$ cat config.mk
export PLATFORM = sky130hd
export DESIGN_NAME = tlb_page_table_translate_core_flat
export DESIGN_NICKNAME = d
export VERILOG_FILES = /design/src/sv/tlbpt_pkg.sv /design/src/sv/tlbpt_req_if.sv /design/src/sv/tlbpt_rsp_if.sv /design/src/sv/tlb_page_table_translate_core.sv /design/src/flat_wrapper.sv
export SDC_FILE = /design/constraint.sdc
export NUM_CORES = 2
export LEC_CHECK = 0
export BUFFER_PORTS_ARGS = -buffer_cell sky130_fd_sc_hd__buf_2
export CAP_MARGIN = 15
export CORE_MARGIN = 3
export CORE_UTILIZATION = 50
export CTS_CLUSTER_SIZE = 28
export DETAILED_ROUTE_END_ITERATION = 7
export GPL_TIMING_DRIVEN = 0
export PLACE_DENSITY = 0.63
export REMOVE_ABC_BUFFERS = 1
export SETUP_SLACK_MARGIN = 0.3
export SYNTH_ARGS = -nofsm -noshare
export SYNTH_HDL_FRONTEND = slang
export SYNTH_SLANG_ARGS = --single-unit
$ cat constraint.sdc
create_clock -name clk -period 11.4 [get_ports clk]
set_clock_uncertainty 0.1 [all_clocks]
set_input_delay 0.57 -clock clk [delete_from_list [all_inputs] [get_ports clk]]
set_output_delay 0.57 -clock clk [all_outputs]
set_load 0.05 [all_outputs]
$ cat src/sv/tlbpt_pkg.sv
// Shared constants, types and state encoding for the TLB / page table translator.
package tlbpt_pkg;

	// Sizing of the translation structures
	localparam int TLB_ENTRIES = 16;
	localparam int PAGE_COUNT  = 256;
	localparam int FRAME_BYTES = 256;

	// Field widths
	localparam int ADDR_W     = 16;
	localparam int PAGE_W     = 8;
	localparam int OFFSET_W   = 8;
	localparam int FRAME_W    = 8;
	localparam int FREE_CTR_W = 9;
	localparam int COUNT_W    = 32;

	// Derived widths
	localparam int TLB_IDX_W   = $clog2(TLB_ENTRIES);
	localparam int PT_IDX_W    = $clog2(PAGE_COUNT);
	localparam int FRAME_SHIFT = $clog2(FRAME_BYTES);
	localparam int PHYS_EXT_W  = ADDR_W + FRAME_SHIFT;

	typedef logic [ADDR_W-1:0]     addr_t;
	typedef logic [PAGE_W-1:0]     page_t;
	typedef logic [OFFSET_W-1:0]   offset_t;
	typedef logic [FRAME_W-1:0]    frame_t;
	typedef logic [TLB_IDX_W-1:0]  tlb_idx_t;
	typedef logic [PT_IDX_W-1:0]   pt_idx_t;
	typedef logic [FREE_CTR_W-1:0] free_ctr_t;
	typedef logic [COUNT_W-1:0]    count_t;

	// Sequencer states
	typedef enum logic [1:0] {
		ST_IDLE,
		ST_SCAN,
		ST_UPDATE
	} tlbpt_state_t;

endpackage

$ cat src/sv/tlbpt_req_if.sv
// Request channel: one logical address per transaction.
interface tlbpt_req_if;
	import tlbpt_pkg::*;

	logic  valid;
	logic  ready;
	addr_t logical_address;

	modport source (output valid, output logical_address, input ready);
	modport sink   (input valid, input logical_address, output ready);

endinterface

$ cat src/sv/tlbpt_rsp_if.sv
// Response channel: translated address, flags and running counts per transaction.
interface tlbpt_rsp_if;
	import tlbpt_pkg::*;

	logic   valid;
	logic   ready;
	addr_t  physical_address;
	logic   tlb_hit;
	logic   page_fault;
	count_t hit_count;
	count_t fault_count;

	modport source (
		output valid, output physical_address, output tlb_hit, output page_fault,
		output hit_count, output fault_count, input ready
	);
	modport sink (
		input valid, input physical_address, input tlb_hit, input page_fault,
		input hit_count, input fault_count, output ready
	);

endinterface

$ cat src/sv/tlb_page_table_translate_core.sv
// A request is taken in ST_IDLE; in ST_SCAN the single tag comparator steps through one TLB entry per
// cycle while the page table read overlaps that scan, and ST_UPDATE commits the result into the
// response register. No new request is taken until that commit.
// The response register holds a finished result while the next request is taken.
// Reset: TLB valid bits, page mapped bits, FIFO pointer, free frame counter and both
// counts clear at once; page table contents are undefined until a page is mapped.
module tlb_page_table_translate_core (
	input  logic        clk,
	input  logic        arst_n,
	tlbpt_req_if.sink   req,
	tlbpt_rsp_if.source rsp
);
	import tlbpt_pkg::*;

	// TLB storage
	page_t  tlb_tag_q   [TLB_ENTRIES];
	frame_t tlb_frame_q [TLB_ENTRIES];
	logic [TLB_ENTRIES-1:0] tlb_valid_q;
	tlb_idx_t repl_ptr_q;

	// Page table storage
	frame_t pt_mem [PAGE_COUNT];
	frame_t pt_rdata_q;
	logic [PAGE_COUNT-1:0] page_mapped_q;
	free_ctr_t next_free_q;

	// Per-transaction working registers
	tlbpt_state_t state_q, state_d;
	page_t    page_q;
	offset_t  offset_q;
	pt_idx_t  pidx_q;
	tlb_idx_t scan_idx_q;
	logic     hit_q;
	frame_t   hit_frame_q;

	// Running counts
	count_t hit_total_q;
	count_t fault_total_q;

	// Response register
	logic   out_valid_q;
	addr_t  out_phys_q;
	logic   out_hit_q;
	logic   out_fault_q;
	count_t out_hits_q;
	count_t out_faults_q;

	// Sequencer controls
	logic in_ready;
	logic scan_en;
	logic scan_last;
	logic commit;

	// Commit datapath
	logic   tag_match;
	logic   fault;
	frame_t frame_sel;
	logic [PHYS_EXT_W-1:0] frame_ext;
	addr_t  phys_addr;

	// Shared tag comparator, one TLB entry per cycle
	assign tag_match = tlb_valid_q[scan_idx_q] && (tlb_tag_q[scan_idx_q] == page_q);
	assign scan_last = (scan_idx_q == TLB_IDX_W'(TLB_ENTRIES - 1));

	// Resolve the frame at commit
	assign fault     = !hit_q && !page_mapped_q[pidx_q];
	assign frame_sel = hit_q ? hit_frame_q :
		(page_mapped_q[pidx_q] ? pt_rdata_q : next_free_q[FRAME_W-1:0]);
	assign frame_ext = PHYS_EXT_W'(frame_sel);
	assign phys_addr = ADDR_W'(frame_ext << FRAME_SHIFT) + ADDR_W'(offset_q);

	// Next state
	always_comb begin
		state_d = state_q;
		unique case (state_q)
			ST_IDLE: begin
				if (req.valid) state_d = ST_SCAN;
			end
			ST_SCAN: begin
				if (scan_last) state_d = ST_UPDATE;
			end
			ST_UPDATE: begin
				if (!out_valid_q || rsp.ready) state_d = ST_IDLE;
			end
			default: state_d = ST_IDLE;
		endcase
	end

	// Sequencer outputs
	always_comb begin
		in_ready = 1'b0;
		scan_en  = 1'b0;
		commit   = 1'b0;
		unique case (state_q)
			ST_IDLE:   in_ready = 1'b1;
			ST_SCAN:   scan_en  = 1'b1;
			ST_UPDATE: commit   = !out_valid_q || rsp.ready;
			default: ;
		endcase
	end

	assign req.ready = in_ready;

	// State register
	always_ff @(posedge clk or negedge arst_n) begin
		if (!arst_n) begin
			state_q <= ST_IDLE;
		end else begin
			state_q <= state_d;
		end
	end

	// Capture the request and walk the TLB
	always_ff @(posedge clk or negedge arst_n) begin
		if (!arst_n) begin
			scan_idx_q <= '0;
			hit_q      <= 1'b0;
		end else if (req.valid && in_ready) begin
			scan_idx_q <= '0;
			hit_q      <= 1'b0;
		end else if (scan_en) begin
			scan_idx_q <= scan_last ? '0 : scan_idx_q + 1'b1;
			if (tag_match) hit_q <= 1'b1;
		end
	end

	always_ff @(posedge clk) begin
		if (req.valid && in_ready) begin
			page_q   <= req.logical_address[ADDR_W-1:OFFSET_W];
			offset_q <= req.logical_address[OFFSET_W-1:0];
			pidx_q   <= PT_IDX_W'(req.logical_address[ADDR_W-1:OFFSET_W]);
		end
		// Last match wins
		if (scan_en && tag_match) hit_frame_q <= tlb_frame_q[scan_idx_q];
	end

	// Page table memory: read every cycle, write on a fault
	always_ff @(posedge clk) begin
		pt_rdata_q <= pt_mem[pidx_q];
		if (commit && fault) pt_mem[pidx_q] <= next_free_q[FRAME_W-1:0];
	end

	// Mapped bits, free frame counter, FIFO pointer and TLB valid bits
	always_ff @(posedge clk or negedge arst_n) begin
		if (!arst_n) begin
			page_mapped_q <= '0;
			next_free_q   <= '0;
			repl_ptr_q    <= '0;
			tlb_valid_q   <= '0;
		end else if (commit && !hit_q) begin
			tlb_valid_q[repl_ptr_q] <= 1'b1;
			repl_ptr_q <= (repl_ptr_q == TLB_IDX_W'(TLB_ENTRIES - 1)) ? '0 : repl_ptr_q + 1'b1;
			if (fault) begin
				page_mapped_q[pidx_q] <= 1'b1;
				next_free_q <= next_free_q + 1'b1;
			end
		end
	end

	// Fill the TLB slot on a miss
	always_ff @(posedge clk) begin
		if (commit && !hit_q) begin
			tlb_tag_q[repl_ptr_q]   <= page_q;
			tlb_frame_q[repl_ptr_q] <= frame_sel;
		end
	end

	// Saturating hit and fault counts
	always_ff @(posedge clk or negedge arst_n) begin
		if (!arst_n) begin
			hit_total_q   <= '0;
			fault_total_q <= '0;
		end else if (commit) begin
			if (hit_q && (hit_total_q != '1)) hit_total_q <= hit_total_q + 1'b1;
			if (fault && (fault_total_q != '1)) fault_total_q <= fault_total_q + 1'b1;
		end
	end

	// Response register: load on commit, drop when taken
	always_ff @(posedge clk or negedge arst_n) begin
		if (!arst_n) begin
			out_valid_q <= 1'b0;
		end else if (commit) begin
			out_valid_q <= 1'b1;
		end else if (rsp.ready) begin
			out_valid_q <= 1'b0;
		end
	end

	always_ff @(posedge clk) begin
		if (commit) begin
			out_phys_q   <= phys_addr;
			out_hit_q    <= hit_q;
			out_fault_q  <= fault;
			out_hits_q   <= (hit_q && (hit_total_q != '1)) ? hit_total_q + 1'b1 : hit_total_q;
			out_faults_q <= (fault && (fault_total_q != '1)) ? fault_total_q + 1'b1
				: fault_total_q;
		end
	end

	assign rsp.valid            = out_valid_q;
	assign rsp.physical_address = out_phys_q;
	assign rsp.tlb_hit          = out_hit_q;
	assign rsp.page_fault       = out_fault_q;
	assign rsp.hit_count        = out_hits_q;
	assign rsp.fault_count      = out_faults_q;

	// A transaction never reports both a TLB hit and a page fault
	assert property (@(posedge clk) disable iff (!arst_n)
		out_valid_q |-> !(out_hit_q && out_fault_q))
	else $error("hit and fault reported together");

	// A miss leaves its page mapped
	assert property (@(posedge clk) disable iff (!arst_n)
		(commit && !hit_q) |=> page_mapped_q[$past(pidx_q)])
	else $error("page not mapped after miss");

	// The FIFO pointer moves only on a miss commit
	assert property (@(posedge clk) disable iff (!arst_n)
		(repl_ptr_q != $past(repl_ptr_q)) |-> $past(commit && !hit_q))
	else $error("replacement pointer moved without a miss");

	// The fault count moves only on a fault commit
	assert property (@(posedge clk) disable iff (!arst_n)
		(fault_total_q != $past(fault_total_q)) |-> $past(commit && fault))
	else $error("fault count moved without a fault");

endmodule
$ cat src/flat_wrapper.sv
// flat-port wrapper written by rule: the top's interface ports become plain ports
module tlb_page_table_translate_core_flat import tlbpt_pkg::*;
  (clk, arst_n, req_valid, req_logical_address, req_ready, rsp_valid, rsp_physical_address, rsp_tlb_hit, rsp_page_fault, rsp_hit_count, rsp_fault_count, rsp_ready);
  tlbpt_req_if req_i ();
  tlbpt_rsp_if rsp_i ();
  input  logic clk;
  input  logic arst_n;
  input wire logic [$bits(req_i.valid)-1:0] req_valid;
  input wire logic [$bits(req_i.logical_address)-1:0] req_logical_address;
  output wire logic [$bits(req_i.ready)-1:0] req_ready;
  output wire logic [$bits(rsp_i.valid)-1:0] rsp_valid;
  output wire logic [$bits(rsp_i.physical_address)-1:0] rsp_physical_address;
  output wire logic [$bits(rsp_i.tlb_hit)-1:0] rsp_tlb_hit;
  output wire logic [$bits(rsp_i.page_fault)-1:0] rsp_page_fault;
  output wire logic [$bits(rsp_i.hit_count)-1:0] rsp_hit_count;
  output wire logic [$bits(rsp_i.fault_count)-1:0] rsp_fault_count;
  input wire logic [$bits(rsp_i.ready)-1:0] rsp_ready;
  assign req_i.valid = req_valid;
  assign req_i.logical_address = req_logical_address;
  assign req_ready = req_i.ready;
  assign rsp_valid = rsp_i.valid;
  assign rsp_physical_address = rsp_i.physical_address;
  assign rsp_tlb_hit = rsp_i.tlb_hit;
  assign rsp_page_fault = rsp_i.page_fault;
  assign rsp_hit_count = rsp_i.hit_count;
  assign rsp_fault_count = rsp_i.fault_count;
  assign rsp_i.ready = rsp_ready;
  tlb_page_table_translate_core u_core (.clk(clk), .arst_n(arst_n), .req(req_i), .rsp(rsp_i));
endmodule
==> impl_metrics.ini <==
[run_status]
run_status = complete, no violations

[die]
fp.coreArea_mm2 = 0.216
fp.dieArea_mm2 = 0.224
chipWidth_um = 473
top_level_ports = 104
fp-row-count = 170
initial_utilization = 0.505
die_height_um = 473

[sta]
period_needed_ps = 7170
setup_violation_total_in_the_final_timing_report = 0
final-max-slew-violation-count = 0
tightestPinTransition_ps = 1210
worst_hold_slack_ps = 139
worst_setup_slack_final_ps = 4230
max_clock_freq_mhz = 140
hold_viol = 0
relSlewSlack = 0.194
setup_repair_after_global_routing_missed_its_margin = no
setup_total_negative_slack_ps = 0
period_utilization_post_route = 0.629

[layout]
final_cells = 8765
final_layout_size_suffix_gt1_frac = 0.354
number_of_nets_in_the_final_layout = 5738
non_filler_cell_area_final_mm2 = 0.128
syn2layout_area_growth_pct = 17.5
fin_util = 0.594

[critical_path]
worstPathRequired_ps = 11920
r2r_cells = 17
max_stage_delay_ps = 980
timing.rr.start = u_core.page_q[1]
crit_path_kind = register to register
critical_path.slowest_cell = sky130_fd_sc_hd__edfxtp_1
setup.worst_path.start_class = register
cp_cell_sequence = buf_16 -> buf_16 -> buf_16 -> buf_16 -> buf_16 -> buf_16 -> mux4_2 -> mux4_2 -> nand4_1 -> o31a_1 -> o311a_1 -> o21ai_4 -> buf_12 -> buf_12 -> buf_12 -> nor3_1 -> buf_2
cp_data_arrival_time_ps = 7680
critPathMostFrequentCell = sky130_fd_sc_hd__buf_16
ff_to_ff_end = u_core.pt_mem[224][1]
cp_top_family = buffers and inverters
cp-end-kind = register
reg2reg_slack_ps = 4230
cp_max_fo = 26
critPathBufInv = 10

[cts]
cts.path.max_buffers = 4
clock_tree.root_cell = sky130_fd_sc_hd__clkbuf_16
holdBufCountCts = 19
cts.htree.levels = 5
number_of_gates_given_a_new_drive_strength_after_cts = 0
cts_tree = built
cts_sinks = 2774
clkTransAtPathRegs_ps = 60
count_of_buffers_added_by_post_cts_timing_repair_for_setup = 0
tritoncts.num_buffers = 295
insertion_delay_ps = 930

[detailed_routing]
drt-vias-per-instance = 6.16
wire_per_inst_um = 30.0
drt_iter0_drc = 5630
finalWirelength_mm = 263
num_vias = 54000
dr.pass1.iters = 6
drc_errors = 0
drt.antenna.violating_nets = 0

[yosys]
yosysUniqueCellTypes = 65
muxShareOfSynthArea = 0.168
synthesis.area_per_instance_um2 = 20.8
synth_xor_xnor_area_share = 0.0111
simple_gate_portion_of_the_synthesized_area = 0.0474
synth_fa_ha_area_frac = 0.000918
ys_top_cells_by_area = sky130_fd_sc_hd__edfxtp_1 (66%), sky130_fd_sc_hd__mux4_2 (16%), sky130_fd_sc_hd__dfrtp_1 (8.2%), sky130_fd_sc_hd__or2_2 (1.6%), sky130_fd_sc_hd__nor3_1 (1.3%)
synth-async-reset-ratio = 0.128
synth_top_family_by_area = multiplexers
synth_edf_count = 2410
synthDominantAreaCellType = sky130_fd_sc_hd__edfxtp_1
synth_common_cells = sky130_fd_sc_hd__edfxtp_1 (2410), sky130_fd_sc_hd__mux4_2 (766), sky130_fd_sc_hd__dfrtp_1 (356), sky130_fd_sc_hd__nor3_1 (275), sky130_fd_sc_hd__or2_2 (273)
synth_top_area_frac = 0.664
yosys_warnings = 0
synth_cells = 5228
ys_seq_area_frac = 0.747
synthFlopType = sky130_fd_sc_hd__edfxtp_1
yosys.cell_count.top_type = sky130_fd_sc_hd__edfxtp_1
postSynthRegisterBits = 2774
syn-cell-area_mm2 = 0.109
synth-compound-area-share = 0.0102

[global_route]
globalRouteOverflowTotal = 0
global_route.usage.total = 0.238
grt_first_pass_wirelength_mm = 390
via_count_of_the_first_global_routing_pass = 55400
grt_antenna_before_repair = 4
grt_max_degree = 110

[placed_design]
placed_cell_area_mm2 = 0.119
numPlacedInstances = 8227
detailed_place_hpwl_mm = 171
gpl.final_weighted_congestion = 0.776
place_ws_ps = 4240
number_of_port_buffers = 103

[power_and_ir_drop]
peakVddDrop_mv = 0.104
power_density_mw_per_mm2 = 177
power.static_leakage_nw = 48.6
post-layout-total-power_mw = 22.7

[flow_run]
timing.max_cap.violations = 0

[worst_hold_path]
hold_path_class = input pin to async pin
## cell families after synthesis
group           count (synthesis)
mux                           868
buf+inv                       329
xor+xnor                      138
simple gates                  948
flops                        2774
fa+ha+maj                       8
compound gates                163
## report_power, final
group	switching, mW	internal (mW)
registers	0.121	11.1
logic	1.26	1.02
clock network	3.79	5.35
## metal layers
layer / global-route usage / wire length, um / vias up
li1: - / - / 22500
met1: 0.339 / 109000 / 29000
met2: 0.380 / 129000 / 2111
met3: 0.0459 / 18900 / 386
met4: 0.0659 / 6740 / 0
met5: 0 / 0 / -
## worst max-delay path by stage
stage / startpoint / end / slack (ps) / cells after the start
2_1_floorplan: u_core.page_q[0] / u_core.page_mapped_q[0] / -23840 / 8
3_3_place_gp: u_core.page_q[0] / u_core.page_mapped_q[240] / -52390 / 7
3_5_place_dp: u_core.page_q[0] / u_core.pt_mem[224][2] / 4240 / 21
6_report: u_core.page_q[1] / u_core.pt_mem[224][1] / 4230 / 17
4_1_cts: u_core.page_q[0] / u_core.pt_mem[224][1] / 4210 / 21
5_1_grt: u_core.page_q[0] / u_core.pt_mem[224][1] / 3960 / 21
## flip-flops by register name, summed over array words and instances (netlist names), 16 cells and up
signal,count
u_core.tlb_tag_q,128
u_core.tlb_valid_q,16
u_core.rsp.fault_count,32
u_core.fault_total_q,32
u_core.tlb_frame_q,128
u_core.page_mapped_q,256
u_core.rsp.physical_address,16
u_core.rsp.hit_count,32
u_core.pt_mem,2048
u_core.hit_total_q,32
## cell type report
type | count | area (um^2)
fillers | 15100 | 87600
flip-flops and latches | 2774 | 81500
multi-input cells | 2125 | 26600
clock buffers | 411 | 8260
repair buffers | 503 | 7360
well taps | 2838 | 3550
clock inverters | 100 | 841
inverters | 11 | 43.8
diodes | 3 | 7.51
## worst register-to-register path: cells and delay by family (launching register included)
| family | cells | cell delay [ps] |
|---|---|---|
| flip-flops | 1 | 980 |
| AND/OR/NAND/NOR | 2 | 990 |
| buffers and inverters | 10 | 2210 |
| multiplexers | 2 | 1070 |
| AO/OA/AOI/OAI | 3 | 1520 |
## placed cells by master (no fill, tap or decap), drive strengths merged, types with 6 or more instances in the layout
master,count
and2,12
nand3,55
nor2,42
mux4,766
ha,8
dfrtp,356
a221oi,33
and3,32
dfxtp,8
clkinvlp,7
nand2b,13
edfxtp,2410
or2,279
nor2b,26
a21oi,27
xnor2,67
xor2,71
o22ai,7
or4,6
bufinv,14
clkbuf,411
clkinv,78
nor4,37
mux2i,83
a22oi,19
o21ai,41
mux2,19
nand2,119
nor3,275
dlygate4sd3,19
inv,12
buf,484
nand4,27
No activity file was read; power rests on OpenSTA's default activity.
